File: src/design/qec_pkg.sv
// ----------------------------------------------------------------------------
// qec_pkg: shared types and constants of the quadrature encoder counter
// Command codes, the x4 transition table and the lane result record.
// ----------------------------------------------------------------------------
`default_nettype none

package qec_pkg;

   // default number of encoders handled by the core
   localparam int NUM_ENCODERS_DEF = 2;

   // width of the pin fields of a sample item
   localparam int PIN_WIDTH = 2;

   // field widths
   localparam int CMD_WIDTH     = 2;
   localparam int INDEX_WIDTH   = 2;
   localparam int COUNT_WIDTH   = 16;
   localparam int TIME_WIDTH    = 32;
   localparam int WINDOW_WIDTH  = 16;
   localparam int DETENT_WIDTH  = 14;

   // coarse window after reset
   localparam logic [WINDOW_WIDTH-1:0] WINDOW_RESET = 16'd15;

   // item commands
   typedef enum logic [CMD_WIDTH-1:0] {
      CMD_TICK   = 2'd0,
      CMD_SAMPLE = 2'd1,
      CMD_READ   = 2'd2
   } cmd_type;

   // x4 decoding steps, indexed by {previous pair, new pair}
   typedef logic signed [1:0] step_type;
   localparam step_type STEP_TABLE [16] = '{
      2'sd0, -2'sd1, 2'sd1, 2'sd0, 2'sd1, 2'sd0, 2'sd0, -2'sd1,
      -2'sd1, 2'sd0, 2'sd0, 2'sd1, 2'sd0, 2'sd1, -2'sd1, 2'sd0
   };

   // what one lane shows for a read of its encoder
   typedef struct packed {
      logic signed [DETENT_WIDTH-1:0] detents;
      logic                           coarse_flag;
   } lane_result_type;

endpackage

`default_nettype wire

File: src/design/qec_if.sv
// ----------------------------------------------------------------------------
// qec_if: channel interfaces of the quadrature encoder counter
// Request, response and control register write channels.
// ----------------------------------------------------------------------------
`default_nettype none

// request channel: tick, pin sample or read
interface qec_req_if;
   logic                              valid;
   logic                              ready;
   logic [qec_pkg::CMD_WIDTH-1:0]     cmd;
   logic [qec_pkg::PIN_WIDTH-1:0]     pins_a;
   logic [qec_pkg::PIN_WIDTH-1:0]     pins_b;
   logic [qec_pkg::INDEX_WIDTH-1:0]   encoder_index;

   modport source (output valid, cmd, pins_a, pins_b, encoder_index, input ready);
   modport sink   (input valid, cmd, pins_a, pins_b, encoder_index, output ready);
endinterface

// response channel: read results
interface qec_rsp_if;
   logic                                    valid;
   logic                                    ready;
   logic signed [qec_pkg::DETENT_WIDTH-1:0] detents;
   logic                                    coarse_flag;

   modport source (output valid, detents, coarse_flag, input ready);
   modport sink   (input valid, detents, coarse_flag, output ready);
endinterface

// control register write channel: coarse window
interface qec_csr_if;
   logic                                  valid;
   logic                                  ready;
   logic [qec_pkg::WINDOW_WIDTH-1:0]      data;

   modport source (output valid, data, input ready);
   modport sink   (input valid, data, output ready);
endinterface

`default_nettype wire

File: src/design/qec_lane.sv
// ----------------------------------------------------------------------------
// qec_lane: one encoder lane
// Keeps pin history, quarter count, detent time and fast-turn flag of one
// encoder; updates on samples, shows count/4 and flag, and on reads keeps the remainder and clears the flag.
// ----------------------------------------------------------------------------
`default_nettype none

module qec_lane (
   input  wire logic                                   clock,
   input  wire logic                                   reset,
   input  wire logic                                   sample_en,
   input  wire logic                                   read_en,
   input  wire logic                                   pin_a,
   input  wire logic                                   pin_b,
   input  wire logic [qec_pkg::TIME_WIDTH-1:0]         time_now,
   input  wire logic [qec_pkg::WINDOW_WIDTH-1:0]       coarse_window,
   output qec_pkg::lane_result_type                    result
);

   logic [1:0]                                prev_pins_ff, prev_pins_in;
   logic signed [qec_pkg::COUNT_WIDTH-1:0]    count_ff, count_in;
   logic [qec_pkg::TIME_WIDTH-1:0]            last_time_ff, last_time_in;
   logic                                      flag_ff, flag_in;

   logic [1:0]                                now_pair;
   qec_pkg::step_type                         step;
   logic signed [qec_pkg::COUNT_WIDTH-1:0]    stepped;
   logic [qec_pkg::TIME_WIDTH-1:0]            elapsed;
   logic signed [qec_pkg::COUNT_WIDTH-1:0]    quot;
   logic signed [qec_pkg::COUNT_WIDTH-1:0]    rem;

   // transition step and detent test
   assign now_pair = {pin_b, pin_a};
   assign step     = qec_pkg::STEP_TABLE[{prev_pins_ff, now_pair}];
   assign stepped  = count_ff + qec_pkg::COUNT_WIDTH'(step);
   assign elapsed  = time_now - last_time_ff;

   // truncating divide by four and remainder with the sign of the count
   assign quot = count_ff[qec_pkg::COUNT_WIDTH-1] ? ((count_ff + 16'sd3) >>> 2)
                                                 : (count_ff >>> 2);
   assign rem  = count_ff - (quot <<< 2);

   assign result = '{detents: quot[qec_pkg::DETENT_WIDTH-1:0], coarse_flag: flag_ff};

   // next state
   always_comb begin
      prev_pins_in = prev_pins_ff;
      count_in     = count_ff;
      last_time_in = last_time_ff;
      flag_in      = flag_ff;
      if (sample_en) begin
         prev_pins_in = now_pair;
         if (step != 2'sd0) begin
            count_in = stepped;
            if ((stepped >= 16'sd4) || (stepped <= -16'sd4)) begin
               if (elapsed < qec_pkg::TIME_WIDTH'(coarse_window)) begin
                  flag_in = 1'b1;
               end
               last_time_in = time_now;
            end
         end
      end else if (read_en) begin
         count_in = rem;
         flag_in  = 1'b0;
      end
   end

   // lane state
   always_ff @(posedge clock) begin
      if (reset) begin
         prev_pins_ff <= '0;
         count_ff     <= '0;
         last_time_ff <= '0;
         flag_ff      <= 1'b0;
      end else begin
         prev_pins_ff <= prev_pins_in;
         count_ff     <= count_in;
         last_time_ff <= last_time_in;
         flag_ff      <= flag_in;
      end
   end

   // a read leaves less than one detent in the count
   assert property (@(posedge clock) disable iff (reset)
      read_en && !sample_en |=> (count_ff < 16'sd4) && (count_ff > -16'sd4))
      else $error("lane count not reduced below one detent after read");

   // a read clears the flag
   assert property (@(posedge clock) disable iff (reset)
      read_en && !sample_en |=> !flag_ff)
      else $error("lane flag not cleared after read");

   // a detent stamps the present time
   assert property (@(posedge clock) disable iff (reset)
      sample_en && (step != 2'sd0) && ((stepped >= 16'sd4) || (stepped <= -16'sd4))
      |=> last_time_ff == $past(time_now))
      else $error("detent time not updated");

endmodule

`default_nettype wire

File: src/design/qec_merge.sv
// ----------------------------------------------------------------------------
// qec_merge: lane selection and response register
// Picks the addressed lane's read result, zero for an index with no lane,
// and holds it in the output register until the response is taken.
// ----------------------------------------------------------------------------
`default_nettype none

module qec_merge #(
   parameter int NumEncoders = qec_pkg::NUM_ENCODERS_DEF
) (
   input  wire logic                                 clock,
   input  wire logic                                 reset,
   input  wire logic                                 load,
   input  wire logic [qec_pkg::INDEX_WIDTH-1:0]      encoder_index,
   input  qec_pkg::lane_result_type                  lane_results [NumEncoders],
   output logic                                      free,
   qec_rsp_if.source                                 rsp_bus
);

   logic                        valid_ff, valid_in;
   qec_pkg::lane_result_type    data_ff, data_in, selected;

   // select the addressed lane; no match gives zero
   always_comb begin
      selected = '0;
      for (int i = 0; i < NumEncoders; i++) begin
         if (int'(encoder_index) == i) begin
            selected = lane_results[i];
         end
      end
   end

   assign free = !valid_ff || rsp_bus.ready;

   // output register control
   always_comb begin
      valid_in = valid_ff;
      data_in  = data_ff;
      if (free) begin
         valid_in = load;
         if (load) begin
            data_in = selected;
         end
      end
   end

   always_ff @(posedge clock) begin
      if (reset) begin
         valid_ff <= 1'b0;
      end else begin
         valid_ff <= valid_in;
      end
   end

   always_ff @(posedge clock) begin
      data_ff <= data_in;
   end

   assign rsp_bus.valid       = valid_ff;
   assign rsp_bus.detents     = data_ff.detents;
   assign rsp_bus.coarse_flag = data_ff.coarse_flag;

   // every load is shown as a response next cycle
   assert property (@(posedge clock) disable iff (reset)
      load && free |=> valid_ff)
      else $error("loaded item not presented");

   // a response appears only after a load
   assert property (@(posedge clock) disable iff (reset)
      $rose(valid_ff) |-> $past(load))
      else $error("response without a read");

   // an index with no lane reads as zero
   assert property (@(posedge clock) disable iff (reset)
      load && free && (int'(encoder_index) >= NumEncoders) |=> data_ff == '0)
      else $error("invalid index gave nonzero response");

endmodule

`default_nettype wire

File: src/design/quadrature_encoder_counter_core.sv
// ----------------------------------------------------------------------------
// quadrature_encoder_counter_core: x4 decoder for several quadrature encoders
// One lane per encoder updates on pin samples; a merge stage returns the
// addressed lane's detent count and fast-turn flag for read items.
// ----------------------------------------------------------------------------
// Throughput: one item per cycle while ready is high; on a sample every lane updates in the cycle of accept.
// A read result is in the response register in the cycle after accept.
// Ready drops only while a response is held and not taken.
// Reset: counts, pin history, detent times, flags and time clear; window is 15.
`default_nettype none

module quadrature_encoder_counter_core #(
   parameter int NUM_ENCODERS = qec_pkg::NUM_ENCODERS_DEF
) (
   input  wire logic    clock,
   input  wire logic    reset,
   qec_req_if.sink      req_bus,
   qec_rsp_if.source    rsp_bus,
   qec_csr_if.sink      csr_bus
);

   logic [qec_pkg::WINDOW_WIDTH-1:0]   window_ff, window_in;
   logic [qec_pkg::TIME_WIDTH-1:0]     time_now_ff, time_now_in;

   logic                               free;
   logic                               accept;
   logic                               is_tick;
   logic                               is_sample;
   logic                               is_read;
   logic [NUM_ENCODERS-1:0]            lane_a;
   logic [NUM_ENCODERS-1:0]            lane_b;
   logic [NUM_ENCODERS-1:0]            lane_read;
   qec_pkg::lane_result_type           lane_results [NUM_ENCODERS];

   // request decode
   assign req_bus.ready = free;
   assign accept    = req_bus.valid && free;
   assign is_tick   = accept && (req_bus.cmd == qec_pkg::CMD_TICK);
   assign is_sample = accept && (req_bus.cmd == qec_pkg::CMD_SAMPLE);
   assign is_read   = accept && (req_bus.cmd == qec_pkg::CMD_READ);

   // control register and tick-driven time
   assign csr_bus.ready = 1'b1;
   assign window_in   = csr_bus.valid ? csr_bus.data : window_ff;
   assign time_now_in = is_tick ? time_now_ff + 32'd1 : time_now_ff;

   always_ff @(posedge clock) begin
      if (reset) begin
         window_ff   <= qec_pkg::WINDOW_RESET;
         time_now_ff <= '0;
      end else begin
         window_ff   <= window_in;
         time_now_ff <= time_now_in;
      end
   end

   // encoder lanes
   for (genvar i = 0; i < NUM_ENCODERS; i++) begin : g_lane
      if (i < qec_pkg::PIN_WIDTH) begin : g_pin
         assign lane_a[i] = req_bus.pins_a[i];
         assign lane_b[i] = req_bus.pins_b[i];
      end else begin : g_nopin
         assign lane_a[i] = 1'b0;
         assign lane_b[i] = 1'b0;
      end

      assign lane_read[i] = is_read && (int'(req_bus.encoder_index) == i);

      qec_lane u_lane (
         .clock         (clock),
         .reset         (reset),
         .sample_en     (is_sample),
         .read_en       (lane_read[i]),
         .pin_a         (lane_a[i]),
         .pin_b         (lane_b[i]),
         .time_now      (time_now_ff),
         .coarse_window (window_ff),
         .result        (lane_results[i])
      );
   end

   // lane merge and response register
   qec_merge #(
      .NumEncoders (NUM_ENCODERS)
   ) u_merge (
      .clock         (clock),
      .reset         (reset),
      .load          (is_read),
      .encoder_index (req_bus.encoder_index),
      .lane_results  (lane_results),
      .free          (free),
      .rsp_bus       (rsp_bus)
   );

   // time advances by one on each tick item only
   assert property (@(posedge clock) disable iff (reset)
      is_tick |=> time_now_ff == $past(time_now_ff) + 32'd1)
      else $error("time not advanced on tick");

   assert property (@(posedge clock) disable iff (reset)
      accept && !is_tick |=> $stable(time_now_ff))
      else $error("time changed without tick");

   // at most one lane is read per item
   assert property (@(posedge clock) disable iff (reset)
      $onehot0(lane_read))
      else $error("more than one lane read");

endmodule

`default_nettype wire

File: src/flat_wrapper.sv
// flat-port wrapper written by rule: the top's interface ports become plain ports
module quadrature_encoder_counter_core_flat 
#(
   parameter int NUM_ENCODERS = qec_pkg::NUM_ENCODERS_DEF
)
  (clock, reset, req_bus_valid, req_bus_cmd, req_bus_pins_a, req_bus_pins_b, req_bus_encoder_index, req_bus_ready, rsp_bus_valid, rsp_bus_detents, rsp_bus_coarse_flag, rsp_bus_ready, csr_bus_valid, csr_bus_data, csr_bus_ready);
  qec_req_if req_bus_i ();
  qec_rsp_if rsp_bus_i ();
  qec_csr_if csr_bus_i ();
  input  wire logic clock;
  input  wire logic reset;
  input wire logic [$bits(req_bus_i.valid)-1:0] req_bus_valid;
  input wire logic [$bits(req_bus_i.cmd)-1:0] req_bus_cmd;
  input wire logic [$bits(req_bus_i.pins_a)-1:0] req_bus_pins_a;
  input wire logic [$bits(req_bus_i.pins_b)-1:0] req_bus_pins_b;
  input wire logic [$bits(req_bus_i.encoder_index)-1:0] req_bus_encoder_index;
  output wire logic [$bits(req_bus_i.ready)-1:0] req_bus_ready;
  output wire logic [$bits(rsp_bus_i.valid)-1:0] rsp_bus_valid;
  output wire logic [$bits(rsp_bus_i.detents)-1:0] rsp_bus_detents;
  output wire logic [$bits(rsp_bus_i.coarse_flag)-1:0] rsp_bus_coarse_flag;
  input wire logic [$bits(rsp_bus_i.ready)-1:0] rsp_bus_ready;
  input wire logic [$bits(csr_bus_i.valid)-1:0] csr_bus_valid;
  input wire logic [$bits(csr_bus_i.data)-1:0] csr_bus_data;
  output wire logic [$bits(csr_bus_i.ready)-1:0] csr_bus_ready;
  assign req_bus_i.valid = req_bus_valid;
  assign req_bus_i.cmd = req_bus_cmd;
  assign req_bus_i.pins_a = req_bus_pins_a;
  assign req_bus_i.pins_b = req_bus_pins_b;
  assign req_bus_i.encoder_index = req_bus_encoder_index;
  assign req_bus_ready = req_bus_i.ready;
  assign rsp_bus_valid = rsp_bus_i.valid;
  assign rsp_bus_detents = rsp_bus_i.detents;
  assign rsp_bus_coarse_flag = rsp_bus_i.coarse_flag;
  assign rsp_bus_i.ready = rsp_bus_ready;
  assign csr_bus_i.valid = csr_bus_valid;
  assign csr_bus_i.data = csr_bus_data;
  assign csr_bus_ready = csr_bus_i.ready;
  quadrature_encoder_counter_core #(.NUM_ENCODERS(NUM_ENCODERS)) u_core (.clock(clock), .reset(reset), .req_bus(req_bus_i), .rsp_bus(rsp_bus_i), .csr_bus(csr_bus_i));
endmodule
File: config.mk
export PLATFORM = sky130hd
export DESIGN_NAME = quadrature_encoder_counter_core_flat
export DESIGN_NICKNAME = d
export VERILOG_FILES = /design/src/design/qec_pkg.sv /design/src/design/qec_if.sv /design/src/design/qec_lane.sv /design/src/design/qec_merge.sv /design/src/design/quadrature_encoder_counter_core.sv /design/src/flat_wrapper.sv
export SDC_FILE = /design/constraint.sdc
export NUM_CORES = 1
export LEC_CHECK = 0
export BUFFER_PORTS_ARGS = -buffer_cell sky130_fd_sc_hd__buf_4
export CAP_MARGIN = 40
export CORE_MARGIN = 5
export CORE_UTILIZATION = 45
export CTS_CLUSTER_SIZE = 12
export DETAILED_ROUTE_END_ITERATION = 7
export GPL_ROUTABILITY_DRIVEN = 0
export GPL_TIMING_DRIVEN = 0
export HOLD_SLACK_MARGIN = 0.12
export MAX_ROUTING_LAYER = met4
export PLACE_DENSITY_LB_ADDON = 0.08
export SLEW_MARGIN = 25
export SYNTH_ARGS = -nofsm -noshare
export SYNTH_HDL_FRONTEND = slang
export SYNTH_SLANG_ARGS = --single-unit
File: constraint.sdc
create_clock -name clock -period 4.7 [get_ports clock]
set_input_delay 0.235 -clock clock [delete_from_list [all_inputs] [get_ports clock]]
set_output_delay 0.235 -clock clock [all_outputs]
set_load 0.005 [all_outputs]
[Word level (Yosys, flattened, before mapping)]
Memory sizes are Yosys's and may differ from the RTL's.
Index checks and enable logic that the tools add are counted.
Storage, ports and cells
  flip-flop bits (word level): 166
  ROM bits: 64
  bits of input ports: 29
  output and inout bits: 18
  logic and storage cells: 90
  memories: 2
Cells by class
  add/sub/neg operators: 9
  order comparisons: 8
  eq/ne operators: 9
  multiplexer cells: 24
  bitwise operators: 2
  reductions and logical operators: 23
Memory list
  (name not given): depth 16, bits a word 2, rd ports 1, clocked after Yosys merged registers in 0, write ports 0, RTL line qec_lane.sv:34  | assign step = qec_pkg::STEP_TABLE[{prev_pins_ff, now_pair}];
  (name not given): depth 16, bits a word 2, rd ports 1, clocked after Yosys merged registers in 0, write ports 0, RTL line qec_lane.sv:34
Operators by type and width (count)
  $mux 16: 6
  $lt 32x16->1: 2
  $sub 32x32->32: 2
  $add 16x2->16: 2
  $add 16x3->16 const B: 2
  $add 32x1->32 const B: 1
  $ge 16x4->1 const B: 2
  $le 16x3->1 const B: 2
  $sub 16x16->16: 2
  $mux 15: 2
  $mux 14: 2
  $ge 5x5->1 const B: 2
  $mux 1: 10
  $not 4->5: 2
  $mux 2: 4
  $reduce_and 4->1: 2
  $reduce_bool 2->1: 4
  $logic_and 1x1->1: 6
  $ne 2x1->1 const B: 3
  $ne 2x2->1 const B: 3
  $reduce_and 2->1: 3
  $reduce_and 3->1: 2
  $eq 2x2->1 const B: 2
  $logic_not 2->1: 2
  other kinds (3): 5

[Depth between registers and ports, before layout]
Gate-level depths: netlist of run 1.
  word-level depth: 10
  depth in mapped cells: 22

[Modules after synthesis]
A second synthesis of run 1 with hierarchy kept.
Unflattened totals
  cell total of the unflattened synthesis: 1908
  area total of the unflattened synthesis: 15193.3 µm²
Modules (own cells, without submodules)
  qec_lane at u_core.g_lane[0].u_lane: instances 1, cells each 828, area an instance 6272.3 µm², sequential area each 1021.0 µm²
  qec_lane at u_core.g_lane[1].u_lane: instances 1, cells each 785, area an instance 5921.9 µm², sequential area each 1021.0 µm²
  quadrature_encoder_counter_core: instances 1, cells each 242, area an instance 2265.9 µm², sequential area each 960.9 µm²
  qec_merge: instances 1, cells each 53, area an instance 733.2 µm², sequential area each 470.5 µm²

[Worst setup path after synthesis of run 1]
OpenSTA, ideal clock, no wires.
  path type: register to register
  start point: reg u_core.time_now_ff[0] (netlist name)
  end point: reg u_core.g_lane[0].u_lane.flag_ff
  library setup time: 0.059 ns
  arrival: 4.026 ns
  path slack: 0.615 ns
  stages on the path, launching flop included: 23
  path through: dfxtp_1 inv_1 ha_1 inv_1 fa_1 a21o_1 a2111oi_4 nor2_1 nor2_1 o21ai_0 a21o_1 a21oi_1 xnor2_1 ha_1 a21oi_1 nor2b_1 o21ai_0 nand4_1 nor4b_1 o2111ai_1 or4_1 a221oi_2 a31o_1
Between the ends
  cells in the longest elaborated chain, start to end: 4
RTL lines
  from (decl): RTL line quadrature_encoder_counter_core.sv:23  | logic [qec_pkg::TIME_WIDTH-1:0] time_now_ff, time_now_in;
  from (signal assigned): RTL line quadrature_encoder_counter_core.sv:53  | time_now_ff <= time_now_in;
  $sub 32x32->32: RTL line qec_lane.sv:36  | assign elapsed = time_now - last_time_ff;
  $lt 32x16->1: RTL line qec_lane.sv:56  | if (elapsed < qec_pkg::TIME_WIDTH'(coarse_window)) begin
  $ne 2x1->1 (no line)
  $reduce_and 4->1 (no line)
  to (signal assigned): RTL line qec_lane.sv:79  | flag_ff <= flag_in;
  to (decl): RTL line qec_lane.sv:23  | logic flag_ff, flag_in;
No other way between the ends.
A chain may end at the register's enable or synchronous reset.

[Final worst setup path of run 1]
Ends and elaborated chain as after synthesis.

==> run metrics, run 1 <==
CTS Buf Count=17; met2 Track Usage GR=37.88%; placed cell area=roughly 0.015 sq mm; n_diodes=0; Synth-to-Final Area Change=14.99%; Root Buffer=clkbuf_16; CP Max Fanout=3; WP data required=between 5 and 6 ns; core area=between 0.03 and 0.04 sq mm; Worst Setup End Kind=flop; Hold Fails Final Rpt=0; Post-Syn Area=0.01389 sq mm; ANT nets after route=0; met3 Usage GRT=under 10%; Post-Synthesis Cells=1699; grt peak-use layer=met2; Fillers=~3000; port bufs=43; Synth Warn #=0; post-layout instance area=0.01597 sq mm; async set-reset flop share out of synthesis=0%; Residual DRC=0; Die Height=approximately 190 um; CTS tree=yes; pin count of the biggest net entering global routing=21; fmax=approximately 220 MHz; Yosys top cell by area=dfxtp_1; synthesized area per cell=between 8 and 9 sq um; drt pass-1 iters=4; Congestion Overflow GR=0; Setup crit start kind=flop; Vias/cell=between 5 and 6; multi-input logic area=between 0.009 and 0.01 sq mm; Top Ports=between 40 and 50; synth unique cells=79; #FFs+latches synth=between 150 and 200; Initial Utilization=45.51%; routed vias=about 12000; status=completed; Clock Tree Buf Depth=2; detailed placement HPWL=between 20000 and 30000 um; r2r setup slk=about 0.18 ns; Synth top area share=a little over a fifth; pwr/cell area=235.1 mW/mm^2; Synth Flop Type=dfxtp_1; detailed router's first-iteration violation count=~560; layout cells sized above 1=10.02%; sequential share of the synthesized area=about 25%; max-slew violations=0; CP arrival=about 4.9 ns; clk sink count=between 150 and 200; Reg area=approximately 0.0035 sq mm; initial antenna violation count=0; Skew-Pair Late Insertion Delay=between 0.4 and 0.5 ns; Die X=between 150 and 200 um; post-layout min period=roughly 4.5 ns; worst-margin pin slew=between 0.8 and 0.9 ns; final setup violating endpoints=0; global-route usage over all layers=a little over a fifth; Reg clk slew, reported paths=around 0.080 ns; Final nets=around 2000; first-pass GRT wire length=59310 um; critical path class=reg -> reg; VDD IR-drop max=approximately 0.25 mV; syn_nets=1897; DP Cell Count=about 2100; final worst-path cycle share=between 90 and 100%; routed length per placed instance=about 17 um; static leakage=slightly below 0.007 uW; vias in the first global route=11600; ranking of synthesized cells by area=dfxtp_1 22%, ha_1 15%, mux2i_1 6.8%; fin cells=about 2200; met1 Use GR=27.18%; EDFF count, synth=15; final wirelength=~38000 um; hold crit path type=in -> reg; H-tree depth=4; num rows=between 60 and 70; fin util=a little over half; total of max-cap violations=0; slew margin rel.=a little over two fifths; die area=0.03447 sq mm; Setup Skew=between 0.01 and 0.015 ns
routing by layer:
layer | share of wire, % | wire length [um]
met5 | 0 | 0
met4 | 2.3 | 884
met3 | 3.2 | 1226
met2 | 49 | 18390
met1 | 46 | 17230
flip-flops by register name, summed over array words and instances, names as in the netlist:
name	count
u_core.g_lane.u_lane.last_time_ff	64
u_core.g_lane.u_lane.count_ff	32
u_core.time_now_ff	32
u_core.window_ff	16
u_core.u_merge.rsp_bus.detents	14
u_core.g_lane.u_lane.prev_pins_ff	4
u_core.g_lane.u_lane.flag_ff	2
u_core.u_merge.rsp_bus.coarse_flag	1
u_core.u_merge.rsp_bus.valid	1
final cells by class:
| class | count | share of cell area (%) |
|---|---|---|
| Buffer | 58 | 1.873 |
| Clock buffer | 20 | 2.923 |
| Clock inverter | 12 | 0.5955 |
| Inverter | 133 | 3.158 |
| Multi-Input combinational cell | 1345 | 62.33 |
| Sequential cell | 166 | 21.82 |
| Tap cell | 396 | 3.103 |
| Timing Repair Buffer | 82 | 4.192 |
synthesized netlist by cell type, types with 9 or more instances:
cell type / count
a21oi_1: 106
dfxtp_1: 151
a211oi_1: 22
a311oi_1: 11
o21ai_0: 67
and2_1: 10
mux2i_1: 95
nor2b_1: 24
a21o_1: 38
a31oi_1: 16
nand3_1: 36
o31ai_1: 9
clkbuf_1: 49
nor2_1: 217
xor2_1: 60
nand4_1: 32
nor4_1: 9
edfxtp_1: 15
ha_1: 163
o21a_1: 10
inv_1: 133
o21bai_1: 14
o211ai_1: 12
nor3_1: 32
a21boi_0: 9
nand2_1: 108
or3_1: 15
and3_1: 19
xnor2_1: 89
cells in the final DEF, fill, tap and decap left out, types with 23 or more instances in the layout:
cell type,count
nor2_1,216
ha_1,160
dfxtp_1,146
inv_1,131
nand2_1,107
a21oi_1,100
mux2i_1,93
xnor2_1,86
o21ai_0,64
xor2_1,58
buf_4,56
clkbuf_1,49
a21o_1,38
nand3_1,36
nand4_1,32
nor3_1,32
nor2b_1,23
final timing paths:
kind | startpoint | endpoint | cells after the start
hold reg to reg | u_core.g_lane[1].u_lane.flag_ff$_SDFFE_PP0P_ | u_core.g_lane[1].u_lane.flag_ff$_SDFFE_PP0P_ | 2
setup reg to reg | u_core.time_now_ff[0]$_SDFFE_PP0P_ | u_core.g_lane[0].u_lane.flag_ff$_SDFFE_PP0P_ | 22
hold / removal | req_bus_encoder_index[1] | u_core.u_merge.rsp_bus.detents[6]$_DFFE_PP_ | 2
setup / recovery | u_core.time_now_ff[0]$_SDFFE_PP0P_ | u_core.g_lane[0].u_lane.flag_ff$_SDFFE_PP0P_ | 22
per-stage QoR:
step	power [uW]	worst slack [ns]	setup TNS, ns	hold slack, ns
3_5_place_dp	2344	-0.4829	-5.561	0.4639
4_1_cts	3742	0.01360	0	0.1501
5_1_grt	3947	-0.04824	-0.04824	0.1668
2_1_floorplan	2135	0.6154	0	0.3638
6_report	3754	0.1843	0	0.1611
3_3_place_gp	2336	-0.5464	-4.683	0.4588
cells by family after synthesis:
logic type                 after synthesis  share of synthesized area (%)
AOI/OAI and AO/OA                      382                          18.63
xor gates and xnor gates               149                          9.398
adders and majority gates              169                          15.55
buffers and inverters                  191                          5.569
DFF                                    166                          25.01
muxes                                  102                          7.578
other                                    1                        0.02701
and+or+nand+nor                        539                          18.24
report_power, final:
part	internal [uW]	total, uW	leakage, uW	switching, uW
clock network	728	1370	0.000279	645
registers	1460	1510	0.00137	46.3
logic	385	876	0.00516	491
total	2570	3750	0.00680	1180
worst max-delay path, cell delays in order, from the launching register on:
cell	delay [ns]
dfxtp_4	0.35
inv_1	0.08
ha_2	0.18
inv_1	0.05
fa_2	0.34
a21o_1	0.22
a2111oi_4	0.41
nor2_1	0.07
nor2_1	0.20
o21ai_2	0.11
a21o_1	0.21
a21oi_2	0.15
xnor2_1	0.08
ha_1	0.20
a21oi_2	0.13
nor2b_1	0.06
o21ai_2	0.19
nand4_1	0.13
nor4b_2	0.30
o2111ai_1	0.17
or4_4	0.45
a221oi_2	0.21
a31o_1	0.17
timing repair:
item / CTS / global route
endpoints found under the hold margin: 20 / 0
setup buffers: 3 / 12
hold buffers: 20 / 0
pin swaps: 2 / 23
resized for setup: 7 / 66
endpoints found under the setup margin: 2 / 66
cloned: 0 / 3
No activity file was read; power rests on OpenSTA's default activity.
==> run 2, diff against run 1 <==
--- a/config.mk
+++ b/config.mk
@@ -9,2 +9,3 @@
 export CAP_MARGIN = 40
+export CORE_ASPECT_RATIO = 1.75
 export CORE_MARGIN = 5
--- a/constraint.sdc
+++ b/constraint.sdc
@@ -3,2 +3,2 @@
 set_output_delay 0.235 -clock clock [all_outputs]
-set_load 0.005 [all_outputs]
+set_load 0.05 [all_outputs]
==> run metrics, run 2 (synthesis results as in run 1) <==
commonest non-fill, non-tap cell in the layout=nor2_1 (unchanged); hold crit path type=in -> reg (unchanged); CP arrival=4.93 ns (was 4.90 ns); Setup crit start kind=flop (unchanged); Skew-Pair Late Insertion Delay=0.46 ns (was 0.44 ns); status=completed (unchanged); Initial Utilization=45.33% (was 45.51%); pwr/cell area=246.4 mW/mm^2 (was 235.1 mW/mm^2); ANT nets after route=0 (unchanged); VDD IR-drop max=0.2681 mV (was 0.2521 mV); Congestion Overflow GR=0 (unchanged); Vias/cell=5.595 (was 5.509); biggest registers after layout=u_core.g_lane.u_lane.last_time_ff (64), u_core.g_lane.u_lane.count_ff (32), u_core.time_now_ff (32) (unchanged); vias in the first global route=12220 (was 11600); Reg area=0.003483 sq mm (was 0.003485 sq mm); Die X=142.8 um (was 185.7 um); CTS Buf Count=17 (unchanged); largest reg by FF count=u_core.g_lane.u_lane.last_time_ff (unchanged); global-route usage over all layers=23.13% (was 21.85%); Slowest-stage cell, CP=or4_4 (unchanged); drt pass-1 iters=5 (was 4); Residual DRC=0 (unchanged); Worst Setup End Kind=flop (unchanged); Reg clk slew, reported paths=0.07 ns (was 0.08 ns); Fillers=2956 (was 2980); slowest stage delay, CP=0.51 ns (was 0.45 ns); Root Buffer=clkbuf_16 (unchanged); routed length per placed instance=17.97 um (was 17.06 um); clk sink count=166 (unchanged); worst-margin pin slew=0.8646 ns (was 0.8331 ns); total of max-cap violations=0 (unchanged); Hold Fails Final Rpt=0 (unchanged); final setup violating endpoints=0 (unchanged); final wirelength=39750 um (was 37730 um); multi-input logic area=0.009912 sq mm (was 0.009953 sq mm); detailed router's first-iteration violation count=518 (was 563); Setup Skew=0.009105 ns (was 0.01403 ns); critical path class=reg -> reg (unchanged); DP Cell Count=2138 (was 2143); layout cells sized above 1=9.341% (was 10.02%); routed vias=12380 (was 12190); most frequent cells in the layout=215 x nor2_1, 160 x ha_1, 147 x dfxtp_1 (was 216 x nor2_1, 160 x ha_1, 146 x dfxtp_1); Die Height=242.4 um (was 185.7 um); final worst-path cycle share=96.25% (was 96.08%); detailed placement HPWL=31170 um (was 28680 um); CTS tree=yes (unchanged); fin cells=2212 (unchanged); max-slew violations=0 (unchanged); pre-CTS setup slack=-0.4710 ns (was -0.4829 ns); Largest register FFs=64 (unchanged); CP Max Fanout=5 (was 3); core area=0.03063 sq mm (was 0.03051 sq mm); initial antenna violation count=0 (unchanged); CP cell instances=inv_4, ha_4, inv_1, fa_2, a21o_1, a2111oi_4, nor2_1, nor2_2, o21ai_2, a21o_1, a21oi_2, xnor2_1, ha_2, a21oi_1, nor2b_1, o21ai_2, nand4_1, nor4b_2, o2111ai_1, or4_4, a221oi_2, a31o_1 (was inv_1, ha_2, inv_1, fa_2, a21o_1, a2111oi_4, nor2_1, nor2_1, o21ai_2, a21o_1, a21oi_2, xnor2_1, ha_1, a21oi_2, nor2b_1, o21ai_2, nand4_1, nor4b_2, o2111ai_1, or4_4, a221oi_2, a31o_1); post-layout min period=4.524 ns (was 4.516 ns); Final nets=2005 (was 2001); fin util=52.52% (was 52.34%); die area=0.03461 sq mm (was 0.03447 sq mm); smallest hold slack=0.1668 ns (was 0.1611 ns); Clock Tree Buf Depth=2 (unchanged); num rows=85 (was 64); slew margin rel.=42.36% (was 43.68%); WP data required=5.10 ns (was 5.09 ns); fmax=221.1 MHz (was 221.4 MHz); pin count of the biggest net entering global routing=21 (unchanged); port bufs=43 (unchanged); H-tree depth=4 (unchanged); first-pass GRT wire length=62280 um (was 59310 um); Synth-to-Final Area Change=15.85% (was 14.99%); static leakage=0.006841 uW (was 0.006803 uW); Top Ports=47 (unchanged); post-route worst setup slack=0.1762 ns (was 0.1843 ns)
[run 2: report_power, final]
part	internal [uW]	switching, uW
logic	384	512
clock network	932	626
registers	1460	48.7
total	2780	1190
[run 2: final timing paths]
check             slack, ns                                      endpoint  cells after the start                                          from
hold reg to reg        0.48  u_core.g_lane[1].u_lane.flag_ff$_SDFFE_PP0P_                      2  u_core.g_lane[1].u_lane.flag_ff$_SDFFE_PP0P_
setup / recovery       0.18  u_core.g_lane[0].u_lane.flag_ff$_SDFFE_PP0P_                     22            u_core.time_now_ff[0]$_SDFFE_PP0P_
hold / removal         0.17            u_core.time_now_ff[0]$_SDFFE_PP0P_                      4                                req_bus_cmd[0]
setup reg to reg       0.18  u_core.g_lane[0].u_lane.flag_ff$_SDFFE_PP0P_                     22            u_core.time_now_ff[0]$_SDFFE_PP0P_
[run 2: metal layers]
| layer | share of wire [%] | GRT usage (%) | vias up |
|---|---|---|---|
| met5 | 0 | - | - |
| met1 | 38 | 22.77 | 5828 |
| met2 | 56 | 44.01 | 187 |
| met4 | 4.5 | 11.30 | 0 |
| met3 | 2.1 | 2.291 | 84 |
| li1 | - | - | 6277 |
[run 2: area by class of cell]
class / instances / share of cell area (%)
plain buffers: 57 / 1.797
clock buffers: 21 / 2.924
multi-input cells: 1345 / 61.62
clock inverters: 11 / 1.066
inverters: 133 / 3.119
repair buffers: 87 / 4.768
well taps: 391 / 3.041
diodes: 1 / 0.01556
flip-flops and latches: 166 / 21.65
[run 2: what timing repair did]
item,4_1_cts,5_1_grt
resized for setup,8,52
hold buffers,21,0
buffers inserted,1,14
gates cloned,0,5
hold endpoints to repair,22,0
endpoints found under the setup margin,1,65
pin swaps,2,26
[run 2: through the flow]
| step | power [uW] | setup TNS (ns) | cell area [sq um] |
|---|---|---|---|
| 6_report | 3963 | 0 | 16090 |
| 2_1_floorplan | 2151 | 0 | 13890 |
| 3_5_place_dp | 2379 | -2.092 | 14740 |
| 5_1_grt | 4135 | -0.1039 | 16080 |
| 4_1_cts | 3955 | 0 | 15630 |
| 3_3_place_gp | 2365 | -2.745 | 14700 |
[run 2: critical path, delay by kind of cell (launching register included)]
kind,cells,cell delay (ns)
AOI/OAI and AO/OA,10,1.95
and+or+nand+nor,6,1.28
xor gates and xnor gates,1,0.09
adders and majority gates,3,0.65
DFF,1,0.37
buffers and inverters,2,0.12
